`src/sv/astp_pkg.sv`:
```
// shared types, constants and helpers for the start time patcher
// no dependencies; used by every module of the block
package astp_pkg;

  // frame counter arithmetic
  localparam logic [22:0] Hyperframe = 23'd2715648;
  localparam int unsigned T1Mod      = 1326;
  localparam int unsigned T2Mod      = 26;
  localparam int unsigned T3Mod      = 51;
  localparam int unsigned RecipShift = 22;

  // floor(2^22 / d): estimate is exact or one low for values below 2^22
  localparam logic [17:0] Recip26   = 18'((1 << RecipShift) / T2Mod);
  localparam logic [11:0] Recip1326 = 12'((1 << RecipShift) / T1Mod);
  localparam logic [16:0] Recip51   = 17'((1 << RecipShift) / T3Mod);

  localparam logic [5:0] ExtraDelayReset = 6'd13;

  // base delay by fn mod 26
  localparam logic [3:0] BaseDelay [26] = '{
    4'd8, 4'd12, 4'd11, 4'd10, 4'd9, 4'd8, 4'd11, 4'd10, 4'd9, 4'd8, 4'd11, 4'd10, 4'd9,
    4'd8, 4'd12, 4'd11, 4'd10, 4'd9, 4'd8, 4'd11, 4'd10, 4'd9, 4'd8, 4'd11, 4'd10, 4'd9
  };

  typedef enum logic [1:0] {
    ALERT_NONE     = 2'd0,
    ALERT_UPLINK   = 2'd1,
    ALERT_DOWNLINK = 2'd2
  } alert_kind_e;

  // message fields that ride along the pipeline
  typedef struct packed {
    logic        tbf;
    logic [3:0]  rest_hi;
    logic [2:0]  tn;
    logic [9:0]  arfcn;
    logic [7:0]  tag;
    logic [23:0] target;
  } msg_t;

  // starting frame and its T2
  typedef struct packed {
    logic [21:0] start_fn;
    logic [4:0]  t2;
  } frame_t;

  // all timing fields of the starting frame
  typedef struct packed {
    logic [21:0] start_fn;
    logic [4:0]  t1p;
    logic [4:0]  t2;
    logic [5:0]  t3;
  } times_t;

  // mod 26 of a value below 104
  function automatic logic [4:0] mod26_small(logic [6:0] v);
    logic [6:0] r;
    if (v >= 7'(3 * T2Mod)) begin
      r = v - 7'(3 * T2Mod);
    end else if (v >= 7'(2 * T2Mod)) begin
      r = v - 7'(2 * T2Mod);
    end else if (v >= 7'(T2Mod)) begin
      r = v - 7'(T2Mod);
    end else begin
      r = v;
    end
    return r[4:0];
  endfunction

endpackage

```
`src/sv/astp_start_calc.sv`:
```
// three-stage starting frame calculation: fn mod 26, delay, hyperframe wrap
// depends on astp_pkg
module astp_start_calc (
  input  logic                clk_i,
  input  logic                rst_ni,
  input  logic                valid_i,
  input  logic [21:0]         fn_i,
  input  astp_pkg::msg_t      msg_i,
  input  logic [5:0]          extra_delay_i,
  output logic                valid_o,
  output astp_pkg::frame_t    frame_o,
  output astp_pkg::msg_t      msg_o
);

  // stage 1: reciprocal estimate of fn / 26
  logic                 v1_q;
  logic [21:0]          fn1_q;
  logic [17:0]          q26_1_q, q26_1_d;
  astp_pkg::msg_t       msg1_q;
  logic [39:0]          fn_prod;

  assign fn_prod = {18'd0, fn_i} * {22'd0, astp_pkg::Recip26};
  assign q26_1_d = fn_prod[39:22];

  always_ff @(posedge clk_i or negedge rst_ni) begin
    if (!rst_ni) begin
      v1_q <= 1'b0;
    end else begin
      v1_q <= valid_i;
    end
  end

  always_ff @(posedge clk_i) begin
    fn1_q   <= fn_i;
    q26_1_q <= q26_1_d;
    msg1_q  <= msg_i;
  end

  // stage 2: remainder with one correction, base delay lookup plus offset
  logic                 v2_q;
  logic [21:0]          fn2_q;
  logic [4:0]           r26_2_q, r26_2_d;
  logic [6:0]           delay2_q, delay2_d;
  astp_pkg::msg_t       msg2_q;
  logic [21:0]          q26_times;
  logic [21:0]          rem_full;
  logic [5:0]           rem6;

  assign q26_times = {4'd0, q26_1_q} * 22'(astp_pkg::T2Mod);
  assign rem_full  = fn1_q - q26_times;
  assign rem6      = rem_full[5:0];
  assign r26_2_d   = (rem6 >= 6'(astp_pkg::T2Mod)) ? 5'(rem6 - 6'(astp_pkg::T2Mod))
                                                   : rem6[4:0];
  assign delay2_d  = 7'(astp_pkg::BaseDelay[r26_2_d]) + 7'(extra_delay_i);

  always_ff @(posedge clk_i or negedge rst_ni) begin
    if (!rst_ni) begin
      v2_q <= 1'b0;
    end else begin
      v2_q <= v1_q;
    end
  end

  always_ff @(posedge clk_i) begin
    fn2_q    <= fn1_q;
    r26_2_q  <= r26_2_d;
    delay2_q <= delay2_d;
    msg2_q   <= msg1_q;
  end

  // stage 3: add delay, wrap at hyperframe, T2 from the small remainder
  logic                 v3_q;
  astp_pkg::frame_t     frame3_q, frame3_d;
  astp_pkg::msg_t       msg3_q;
  logic [22:0]          sum;
  logic [22:0]          wrapped;

  assign sum     = {1'b0, fn2_q} + 23'(delay2_q);
  assign wrapped = (sum >= astp_pkg::Hyperframe) ? sum - astp_pkg::Hyperframe : sum;

  always_comb begin
    frame3_d.start_fn = wrapped[21:0];
    frame3_d.t2       = astp_pkg::mod26_small(7'(r26_2_q) + delay2_q);
  end

  always_ff @(posedge clk_i or negedge rst_ni) begin
    if (!rst_ni) begin
      v3_q <= 1'b0;
    end else begin
      v3_q <= v2_q;
    end
  end

  always_ff @(posedge clk_i) begin
    frame3_q <= frame3_d;
    msg3_q   <= msg2_q;
  end

  assign valid_o = v3_q;
  assign frame_o = frame3_q;
  assign msg_o   = msg3_q;

endmodule

```
`src/sv/astp_time_split.sv`:
```
// two-stage split of the starting frame into T1' and T3
// depends on astp_pkg
module astp_time_split (
  input  logic                clk_i,
  input  logic                rst_ni,
  input  logic                valid_i,
  input  astp_pkg::frame_t    frame_i,
  input  astp_pkg::msg_t      msg_i,
  output logic                valid_o,
  output astp_pkg::times_t    times_o,
  output astp_pkg::msg_t      msg_o
);

  // stage 4: reciprocal estimates of start / 1326 and start / 51
  logic                 v4_q;
  astp_pkg::frame_t     frame4_q;
  astp_pkg::msg_t       msg4_q;
  logic [10:0]          q1_q, q1_d;
  logic [15:0]          q3_q, q3_d;
  logic [33:0]          prod1;
  logic [38:0]          prod3;

  assign prod1 = {12'd0, frame_i.start_fn} * {22'd0, astp_pkg::Recip1326};
  assign prod3 = {17'd0, frame_i.start_fn} * {22'd0, astp_pkg::Recip51};
  assign q1_d  = prod1[32:22];
  assign q3_d  = prod3[37:22];

  always_ff @(posedge clk_i or negedge rst_ni) begin
    if (!rst_ni) begin
      v4_q <= 1'b0;
    end else begin
      v4_q <= valid_i;
    end
  end

  always_ff @(posedge clk_i) begin
    frame4_q <= frame_i;
    msg4_q   <= msg_i;
    q1_q     <= q1_d;
    q3_q     <= q3_d;
  end

  // stage 5: one correction step on each quotient
  logic                 v5_q;
  astp_pkg::times_t     times5_q, times5_d;
  astp_pkg::msg_t       msg5_q;
  logic [21:0]          r1;
  logic [21:0]          r3_full;
  logic [6:0]           r3;

  assign r1      = frame4_q.start_fn - ({11'd0, q1_q} * 22'(astp_pkg::T1Mod));
  assign r3_full = frame4_q.start_fn - ({6'd0, q3_q} * 22'(astp_pkg::T3Mod));
  assign r3      = r3_full[6:0];

  always_comb begin
    times5_d.start_fn = frame4_q.start_fn;
    times5_d.t2       = frame4_q.t2;
    times5_d.t1p      = (r1 >= 22'(astp_pkg::T1Mod)) ? q1_q[4:0] + 5'd1 : q1_q[4:0];
    times5_d.t3       = (r3 >= 7'(astp_pkg::T3Mod)) ? 6'(r3 - 7'(astp_pkg::T3Mod))
                                                    : r3[5:0];
  end

  always_ff @(posedge clk_i or negedge rst_ni) begin
    if (!rst_ni) begin
      v5_q <= 1'b0;
    end else begin
      v5_q <= v4_q;
    end
  end

  always_ff @(posedge clk_i) begin
    times5_q <= times5_d;
    msg5_q   <= msg4_q;
  end

  assign valid_o = v5_q;
  assign times_o = times5_q;
  assign msg_o   = msg5_q;

endmodule

```
`src/sv/assignment_start_time_patcher.sv`:
```
// an accepted item passes stages 1 to 5, then the output register, before done_o
// throughput: one item per cycle; busy stays low, six register stages in line
// the two constant-reciprocal multiplier stages set the depth of the pipeline
// reset: asynchronous active low, clears all valid bits, extra delay returns to 13
// results carry a one-cycle done_o strobe; the receiver cannot stall them
// depends on astp_pkg, astp_start_calc, astp_time_split
module assignment_start_time_patcher (
  input  logic        clk_i,
  input  logic        rst_ni,
  input  logic        start,
  output logic        busy,
  input  logic        cfg_we_i,
  input  logic [5:0]  cfg_data_i,
  input  logic [21:0] fn_i,
  input  logic        tbf_flag_i,
  input  logic [3:0]  rest_octet_hi_i,
  input  logic [2:0]  tn_i,
  input  logic [9:0]  arfcn_i,
  input  logic [7:0]  tag_i,
  input  logic [23:0] target_bytes_i,
  output logic        done_o,
  output logic [23:0] patched_bytes_o,
  output logic [1:0]  alert_kind_o,
  output logic [21:0] start_fn_o,
  output logic [4:0]  start_t1p_o,
  output logic [4:0]  start_t2_o,
  output logic [5:0]  start_t3_o,
  output logic [2:0]  alert_tn_o,
  output logic [9:0]  alert_arfcn_o,
  output logic [7:0]  alert_tag_o
);

  // extra delay register
  logic [5:0] extra_delay_q;

  always_ff @(posedge clk_i or negedge rst_ni) begin
    if (!rst_ni) begin
      extra_delay_q <= astp_pkg::ExtraDelayReset;
    end else if (cfg_we_i) begin
      extra_delay_q <= cfg_data_i;
    end
  end

  // pipeline never holds off an item
  assign busy = 1'b0;

  // pack the message fields
  astp_pkg::msg_t in_msg;

  always_comb begin
    in_msg.tbf     = tbf_flag_i;
    in_msg.rest_hi = rest_octet_hi_i;
    in_msg.tn      = tn_i;
    in_msg.arfcn   = arfcn_i;
    in_msg.tag     = tag_i;
    in_msg.target  = target_bytes_i;
  end

  // starting frame stages
  logic             calc_valid;
  astp_pkg::frame_t calc_frame;
  astp_pkg::msg_t   calc_msg;

  astp_start_calc u_start_calc (
    .clk_i         (clk_i),
    .rst_ni        (rst_ni),
    .valid_i       (start),
    .fn_i          (fn_i),
    .msg_i         (in_msg),
    .extra_delay_i (extra_delay_q),
    .valid_o       (calc_valid),
    .frame_o       (calc_frame),
    .msg_o         (calc_msg)
  );

  // T1' and T3 stages
  logic             split_valid;
  astp_pkg::times_t split_times;
  astp_pkg::msg_t   split_msg;

  astp_time_split u_time_split (
    .clk_i   (clk_i),
    .rst_ni  (rst_ni),
    .valid_i (calc_valid),
    .frame_i (calc_frame),
    .msg_i   (calc_msg),
    .valid_o (split_valid),
    .times_o (split_times),
    .msg_o   (split_msg)
  );

  // patch octets and select alert fields
  logic                  rest_present;
  logic                  uplink;
  logic [7:0]            b0, b1, b2;
  logic [23:0]           patched_d;
  astp_pkg::alert_kind_e kind_d;
  astp_pkg::times_t      times_d;
  logic [2:0]            tn_d;
  logic [9:0]            arfcn_d;
  logic [7:0]            tag_d;

  assign rest_present = (split_msg.rest_hi[3:2] == 2'b11);
  assign uplink       = (split_msg.rest_hi[1:0] == 2'b00);

  always_comb begin
    b0        = split_msg.target[23:16];
    b1        = split_msg.target[15:8];
    b2        = split_msg.target[7:0];
    kind_d    = astp_pkg::ALERT_NONE;
    times_d   = '0;
    tn_d      = '0;
    arfcn_d   = '0;
    tag_d     = '0;
    if (split_msg.tbf) begin
      times_d = split_times;
      if (rest_present) begin
        tn_d    = split_msg.tn;
        arfcn_d = split_msg.arfcn;
        if (uplink) begin
          b0     = b0 | {1'b0, split_times.t1p, split_times.t3[5:4]};
          b1     = b1 | {split_times.t3[3:0], split_times.t2[4:1]};
          b2     = b2 | {split_times.t2[0], 7'd0};
          kind_d = astp_pkg::ALERT_UPLINK;
        end else begin
          b0     = b0 | {5'd0, split_times.t1p[4:2]};
          b1     = b1 | {split_times.t1p[1:0], split_times.t3};
          b2     = b2 | {split_times.t2, 3'd0};
          kind_d = astp_pkg::ALERT_DOWNLINK;
          tag_d  = split_msg.tag;
        end
      end
    end
    patched_d = {b0, b1, b2};
  end

  // output register stage
  logic                  done_q;
  logic [23:0]           patched_q;
  astp_pkg::alert_kind_e kind_q;
  astp_pkg::times_t      times_q;
  logic [2:0]            tn_q;
  logic [9:0]            arfcn_q;
  logic [7:0]            tag_q;

  always_ff @(posedge clk_i or negedge rst_ni) begin
    if (!rst_ni) begin
      done_q <= 1'b0;
    end else begin
      done_q <= split_valid;
    end
  end

  always_ff @(posedge clk_i) begin
    patched_q <= patched_d;
    kind_q    <= kind_d;
    times_q   <= times_d;
    tn_q      <= tn_d;
    arfcn_q   <= arfcn_d;
    tag_q     <= tag_d;
  end

  assign done_o          = done_q;
  assign patched_bytes_o = patched_q;
  assign alert_kind_o    = kind_q;
  assign start_fn_o      = times_q.start_fn;
  assign start_t1p_o     = times_q.t1p;
  assign start_t2_o      = times_q.t2;
  assign start_t3_o      = times_q.t3;
  assign alert_tn_o      = tn_q;
  assign alert_arfcn_o   = arfcn_q;
  assign alert_tag_o     = tag_q;

endmodule

```
`config.mk`:
```
export PLATFORM = sky130hd
export DESIGN_NAME = assignment_start_time_patcher
export DESIGN_NICKNAME = d
export VERILOG_FILES = /design/src/sv/astp_pkg.sv /design/src/sv/astp_start_calc.sv /design/src/sv/astp_time_split.sv /design/src/sv/assignment_start_time_patcher.sv
export SDC_FILE = /design/constraint.sdc
export NUM_CORES = 1
export LEC_CHECK = 0
export ABC_AREA = 1
export BUFFER_PORTS_ARGS = -buffer_cell sky130_fd_sc_hd__buf_2
export CORE_ASPECT_RATIO = 1.75
export CORE_MARGIN = 4
export CORE_UTILIZATION = 45
export DETAILED_ROUTE_END_ITERATION = 8
export PLACE_DENSITY_LB_ADDON = 0.3
export REMOVE_ABC_BUFFERS = 1
export SLEW_MARGIN = 15
export SYNTH_ARGS = -nofsm -noshare
export SYNTH_HDL_FRONTEND = slang
export SYNTH_SLANG_ARGS = --single-unit
export TNS_END_PERCENT = 5
```
`constraint.sdc`:
```
create_clock -name clk_i -period 5.55 [get_ports clk_i]
set_clock_uncertainty 0.2 [all_clocks]
set_input_delay 0 -clock clk_i [delete_from_list [all_inputs] [get_ports clk_i]]
set_output_delay 0 -clock clk_i [all_outputs]
set_load 0.05 [all_outputs]
```
==> results of run 1 <==
[cell usage in the layout, fill, tap and decap left out, types with 13 or more instances in the layout]
master / Yosys / routed
buf_2: 0 / 167
a21oi_1: 136 / 123
a21oi_2: 1 / 13
nand4_1: 45 / 45
inv_1: 644 / 641
nand2_1: 483 / 469
xor2_1: 69 / 68
a221o_1: 13 / 13
xnor2_1: 44 / 44
fa_1: 261 / 260
dlygate4sd3_1: 0 / 158
ha_1: 440 / 425
dfxtp_1: 501 / 495
nand2_2: 16 / 29
nand3b_1: 13 / 13
o21ai_0: 55 / 47
nor2_1: 130 / 121
a21o_1: 19 / 19
nor3_1: 17 / 17
inv_2: 10 / 13
buf_4: 2 / 114
clkbuf_16: 0 / 46
nand3_1: 110 / 103
[cell type report]
cell class / count / area (sq um) / area share
multi-input cells: 1927 / 17400 / 0.481
flip-flops and latches: 513 / 10300 / 0.287
clock buffers: 65 / 1320 / 0.0367
inverters: 654 / 2450 / 0.0680
diodes: 1 / 2.50 / 0.0000694
well taps: 882 / 1100 / 0.0306
repair buffers: 441 / 3300 / 0.0914
clock inverters: 16 / 186 / 0.00517
[stage by stage]
step | cells | hold slack, ps | util
global route | 4498 | 51.4 | 0.551
CTS | 4496 | 3.73 | 0.548
finish | 4499 | 40.7 | 0.551
global placement | 4235 | -307 | 0.495
floorplan | 3094 | -496 | -
detailed placement | 4235 | -302 | 0.495
[worst max-delay path: cells and delay by family (launching register included)]
family                     cells  cell delay (ps)
AOI/OAI and AO/OA              2              260
DFF                            1              340
xor gates and xnor gates       2              320
adders and majority gates      7             2740
buffers and inverters          9              890
and+or+nand+nor                8              960
[cell usage after synthesis (2+ instances only)]
| cell type | n |
|---|---|
| nor4_1 | 7 |
| nand3_2 | 5 |
| nor2_4 | 3 |
| o21ai_0 | 55 |
| o221ai_1 | 3 |
| fa_1 | 261 |
| a21oi_1 | 136 |
| buf_4 | 2 |
| or2_2 | 3 |
| nor3_1 | 17 |
| nand3b_1 | 13 |
| clkbuf_1 | 7 |
| xor2_1 | 69 |
| mux2_2 | 3 |
| dfxtp_1 | 501 |
| nand4_1 | 45 |
| a211o_1 | 2 |
| xnor2_1 | 44 |
| inv_1 | 644 |
| inv_2 | 10 |
| nand2_1 | 483 |
| o21bai_1 | 12 |
| o21a_1 | 5 |
| nor2_1 | 130 |
| nand3_1 | 110 |
| a21boi_0 | 2 |
| dfstp_2 | 3 |
| a21o_1 | 19 |
| dfrtp_1 | 9 |
| o211ai_1 | 9 |
| ha_1 | 440 |
| nand2_2 | 16 |
| a221o_1 | 13 |
| o31ai_1 | 2 |
| o21ai_1 | 2 |
[metal layers]
| layer | wire [um] | share of wire |
|---|---|---|
| met1 | 23400 | 0.32 |
| met2 | 42400 | 0.58 |
| met3 | 1980 | 0.027 |
| met4 | 5090 | 0.070 |
| met5 | 0 | 0 |
[flip-flops by register name, indices dropped and copies added (netlist names), 22 cells and up]
name and cells:
u_start_calc.fn2_q 22, u_start_calc.frame_o 26, u_start_calc.msg1_q 50, u_time_split.msg_o 50, u_start_calc.fn1_q 22, u_time_split.frame4_q 26
u_time_split.msg4_q 50, u_start_calc.msg2_q 50, u_time_split.times_o 37, start_fn_o 22, patched_bytes_o 24, u_start_calc.msg_o 50
[cell families (layout without fill, tap and decap cells)]
group / count (synthesis) / after routing / synth area share
AO/OA/AOI/OAI: 267 / 267 / 0.0529
XOR/XNOR: 113 / 113 / 0.0332
adder cells (fa/ha/maj): 701 / 701 / 0.360
buffers and inverters: 665 / 1176 / 0.0839
flip-flops: 513 / 513 / 0.346
multiplexers: 4 / 4 / 0.00147
other: 1 / 2 / 0.000126
AND/OR/NAND/NOR: 841 / 841 / 0.122
[worst paths after layout]
| check | start | to | cells past startpoint |
|---|---|---|---|
| worst min register to register | u_time_split.msg4_q[21] | u_time_split.msg_o[21] | 0 |
| worst max-delay path | u_time_split.q1_q[3] | u_time_split.times_o[13] | 28 |
| worst max register to register | u_time_split.q1_q[3] | u_time_split.times_o[13] | 28 |
| min in group asynchronous | rst_ni | extra_delay_q[1] | 3 |
| worst min-delay path | fn_i[9] | u_start_calc.fn1_q[9] | 2 |
| max in group asynchronous | rst_ni | u_time_split.valid_o | 3 |
[what timing repair did]
action	4_1_cts	5_1_grt
cloned	0	0
buffers inserted	22	2
pin swaps	50	39
resized for setup	56	35
setup endpoints to repair	5	5
endpoints found under the hold margin	91	0
hold buffers	158	0
==> results.md, run 1 <==
- Status: finished with violations
- Failing checks: negative setup slack
- Post-synth EDFFs: 0
- Overall Global Routing Usage: 0.208
- Final Wtd Congestion: 0.922
- Post-placement cell area: 32400 sq um
- Initial antenna violation count: 0
- Max-slew violations: 0
- Post-DP HPWL: 59800 um
- Fin Setup TNS: -1030 ps
- Clock root cell: clkbuf_16
- Antenna Nets Post-Route: 0
- Setup ws final: -216 ps
- Die X: 203 um
- Worst stage delay on the critical path: 470 ps
- Top-Level Pins: 169
- Slowest cell on the critical path: fa_1
- CTS sink count: 513
- Final net count: 4366
- Met3 track utilization from global routing: 0.0219
- HP Class: in -> reg
- Reg clk slew, reported paths: 70 ps
- Worst-Margin Slew: 612 ps
- Crit Path Category: reg -> reg
- Final wirelength: 72800 um
- R2r setup slk: -220 ps
- Crit path launch type: flop
- Warning count from the yosys run: 0
- Dpl ws: -524 ps
- Initial Util: 0.456
- Post-synthesis register bit count: 513
- Synth Cell Area: 29800 sq um
- Ratio of cells with drive above 1 in the final layout: 0.133
- Count of final setup violators: 5
- Crit path time final: 5770 ps
- Area of the core: 65500 sq um
- Vias in the first global route: 23600
- Final Cell Area: 36100 sq um
- RSZ-0062 raised after global routing: true
- Asr flop ratio synth: 0.0234
- Most used DFF post-synth: dfxtp_1
- Most Crowded Layer GR: met2
- Yosys top cell area share: 0.336
- Dominant cells by area after synthesis: dfxtp_1 34%, ha_1 18%, fa_1 18%
- Die Y: 349 um
- DRC viols: 0
- M1 GR Usage: 0.185
- Max cap viols: 0
- Initial DRT Pass Iterations: 6
- Layout area overhead: 20.9%
- Clock buffer depth: 3
- Cts bufs inserted: 46
- Avg Inst Size Synth: 9.61 sq um
- Vias per inst: 4.79
- Detailed Route Iter0 Violations: 682
- Final period utilization: 1.04
- Avg WL per Cell: 16.2 um
- CP required: 5890 ps
- Die area: 70700 sq um
- Crit Path Max Fanout: 6
- Hold Vio Cnt, Final: 0
- Vias: 21600
- WP data arrival: 6110 ps
- Fillers: 5855
- TritonCTS clock tree: built
- Worst slew margin: 0.591
- Most Frequent Cell on Critical Path: inv_1
- Cells after Synth: 3105
- Clk Latency, worst-skew pair: 590 ps
- Fmax: 173 MHz
- Pin count of the biggest net entering global routing: 38
- M2 GR Usage: 0.437
- Register area share after synthesis: 0.346
- Port-buffer cells: 167
- # rows: 124
- Critical Path End Type: flop
- First-pass GRT wire length: 117000 um
- Grt ovf: 0
- H-tree Lvls: 2
- Yosys top cell by area: dfxtp_1
- Synth cell types: 55
Power of run 1 is left out: the tool's default activity adds up to more than one toggle a clock period on the data nets, which glitch-free logic cannot reach.
==> run 2, diff against run 1 <==
--- a/config.mk
+++ b/config.mk
@@ -11,4 +11,5 @@
 export CORE_MARGIN = 4
 export CORE_UTILIZATION = 45
+export CTS_CLUSTER_SIZE = 8
 export DETAILED_ROUTE_END_ITERATION = 8
 export PLACE_DENSITY_LB_ADDON = 0.3
==> constraint.sdc (replaced) <==
create_clock -name clk_i -period 5.55 [get_ports clk_i]
set_clock_uncertainty 0.2 [all_clocks]
set_input_delay 0.555 -clock clk_i [delete_from_list [all_inputs] [get_ports clk_i]]
set_output_delay 0.555 -clock clk_i [all_outputs]
set_load 0.05 [all_outputs]
==> run 2 against run 1 <==
  * The flow still finishes with violations (negative setup slack)
  * Clock-buffer cell count rose by 18
  * Via count shrank 0.20%
  * Flip-flop and latch count unchanged
  * Setup slack worse by 27 ps
  * Worst hold slack better by 15 ps
  * Cell count fell by 0.91%
  * Non-clock buffer count is 51 lower
  * Cell area decreased by 0.41%
  * Register-to-register slack worse by 30 ps
  * Critical path depth up 1
  * Die area unchanged
  * Maximum frequency down 0.46%
  * Critical path type unchanged
  * Critical endpoint unchanged
  * Largest cell class unchanged
==> results.md, run 2 (synthesis gave the netlist of run 1 again) <==
- Status: finished with violations
- Failing checks: negative setup slack
- Post-placement cell area: 32700 sq um (+1.0%)
- Detailed Route Iter0 Violations: 592 (-13%)
- Port-buffer cells: 167 (unchanged)
- Overall Global Routing Usage: 0.211 (+0.00245)
- Pin count of the biggest net entering global routing: 38 (unchanged)
- Clock buffer depth: 3 (unchanged)
- Fmax: 173 MHz (-0.46%)
- Final net count: 4344 (-0.50%)
- Avg WL per Cell: 16.4 um (+1.2%)
- Fillers: 5823 (-0.55%)
- Worst stage delay on the critical path: 520 ps (+50 ps)
- Final Cell Area: 35900 sq um (-0.41%)
- Clock root cell: clkbuf_16
- Post-DP HPWL: 60300 um (+0.92%)
- Dpl ws: -539 ps (-14.6 ps)
- Initial DRT Pass Iterations: 5 (-1)
- DRC viols: 0 (unchanged)
- Most common cell after layout, fill and taps aside: inv_1
- Max cap viols: 0 (unchanged)
- Final Wtd Congestion: 0.909 (-1.4%)
- First-pass GRT wire length: 117000 um (+0.28%)
- WP data arrival: 6050 ps (-60 ps)
- H-tree Lvls: 3 (+1)
- R2r setup slk: -240 ps (-30 ps)
- Vias in the first global route: 23800 (+0.93%)
- Most frequent cells in the layout: 640 x inv_1, 495 x dfxtp_1, 476 x nand2_1
- Register Area: 10300 sq um (unchanged)
- Worst-Margin Slew: 578 ps (-33.5 ps)
- Vias: 21500 (-0.20%)
- Die X: 203 um (unchanged)
- Crit path launch: u_time_split.q1_q[3]
- Met1 wire length: 23200 um (-0.91%)
- Crit path launch type: flop
- R2R cell count: 29 (+3.6%)
- Clk Latency, worst-skew pair: 610 ps (+20 ps)
- Count of final setup violators: 5 (unchanged)
- Uppermost routed layer: met4
- Met2 wire length: 42300 um (-0.14%)
- Hold Vio Cnt, Final: 0 (unchanged)
- Setup ws final: -242 ps (-26.6 ps)
- Crit Path Category: reg -> reg
- Crit path time final: 5790 ps (+26.6 ps)
- CTS sink count: 513 (unchanged)
- Vias per inst: 4.83 (+0.71%)
- Multi-input logic area: 17300 sq um (-0.51%)
- Most Frequent Cell on Critical Path: nand2_1
- HP Class: in -> reg
- Crit Path Max Fanout: 7 (+1)
- DR WL met3: 2260 um (+14%)
- Initial Util: 0.456 (unchanged)
- Ratio of cells with drive above 1 in the final layout: 0.144 (+0.0113)
- # rows: 124 (unchanged)
- Top-Level Pins: 169 (unchanged)
- Fin cells: 4458 (-0.91%)
- CP endpoint: u_time_split.times_o[13]
- Ant diodes: 0 (-1)
- Worst slew margin: 0.613 (+0.0224)
- Placed Cells: 4278 (+1.0%)
- Initial antenna violation count: 0 (unchanged)
- CP required: 5810 ps (-80 ps)
- RSZ-0062 raised after global routing: true
- Reg clk slew, reported paths: 50 ps (-20 ps)
- Launching point of the worst reg2reg path: u_time_split.q1_q[3]
- Slowest cell on the critical path: fa_1
- Max-slew violations: 0 (unchanged)
- Final wirelength: 73000 um (+0.31%)
- Critical Path End Type: flop
- Final period utilization: 1.04 (+0.00480)
- Cts bufs inserted: 75 (+63%)
- Area of the core: 65500 sq um (unchanged)
- Die area: 70700 sq um (unchanged)
- Crit Reg-Reg Endpoint: u_time_split.times_o[13]
- Die Y: 349 um (unchanged)
- Layout area overhead: 20.4%
- Antenna Nets Post-Route: 0 (unchanged)
- TritonCTS clock tree: built
- Grt ovf: 0 (unchanged)
-- run 2: cell types whose count changed in the layout (fill, tap and decap cells not counted), moves of 3 or more --
cell           before  now
dlygate4sd3_1     158   69
buf_4             114  153
clkbuf_16          46   75
clkbuf_8           10    0
nand2_1           469  476
nand2_2            29   22
nand3_1           103  109
nand3_2            12    6
ha_1              425  429
ha_4               12    9
-- run 2: worst min path at each step --
stage                                  startpoint                      end  depth (start not counted)  slack [ps]
final                                     fn_i[6]    u_start_calc.fn1_q[6]                          1          60
after global routing                      fn_i[6]    u_start_calc.fn1_q[6]                          1          30
after detailed placement  u_start_calc.msg1_q[15]  u_start_calc.msg2_q[15]                          0         110
after global placement    u_start_calc.msg1_q[10]  u_start_calc.msg2_q[10]                          0         110
after floorplan                            rst_ni                   done_o                          0          60
after CTS                                cfg_we_i         extra_delay_q[3]                          2           5
-- run 2: timing repair --
action                                  CTS  global route
buffers inserted                         19             0
hold buffers                             69             0
hold endpoints to repair                 80             0
gates resized for setup                  62            11
endpoints found under the setup margin    5             5
pin swaps                                56             7
-- run 2: area by class of cell --
| type | instances | area share |
|---|---|---|
| inverters | 654 | 0.0683 |
| flip-flops and latches | 513 | 0.288 |
| multi-input cells | 1927 | 0.481 |
| clock buffers | 83 | 0.0531 |
| repair buffers | 390 | 0.0749 |
| clock inverters | 9 | 0.00421 |
| well taps | 882 | 0.0307 |
-- run 2: metal layers --
| layer | track usage | up-vias |
|---|---|---|
| met1 | 0.181 | 10200 |
| met2 | 0.437 | 464 |
| met5 | 0 | - |
| li1 | - | 10600 |
| met3 | 0.0295 | 249 |
| met4 | 0.134 | 0 |
-- run 2: critical path, delay by kind of cell (launching register included) --
| kind | cells | cell delay (ps) |
|---|---|---|
| flops | 1 | 340 |
| compound gates | 3 | 530 |
| xor+xnor | 1 | 150 |
| simple gates | 14 | 1530 |
| fa+ha+maj | 7 | 2460 |
| buf+inv | 4 | 410 |
-- run 2: metrics by stage --
stage          setup TNS (ps)  hold WS [ps]   util
3_3_place_gp            -2270           110  0.500
5_1_grt                 -2740          31.0  0.549
6_report                 -944          55.3  0.549
4_1_cts                  -598          5.34  0.548
2_1_floorplan           -1090          59.4      -
3_5_place_dp            -2720           112  0.500
Power of run 2 is left out for the same reason.
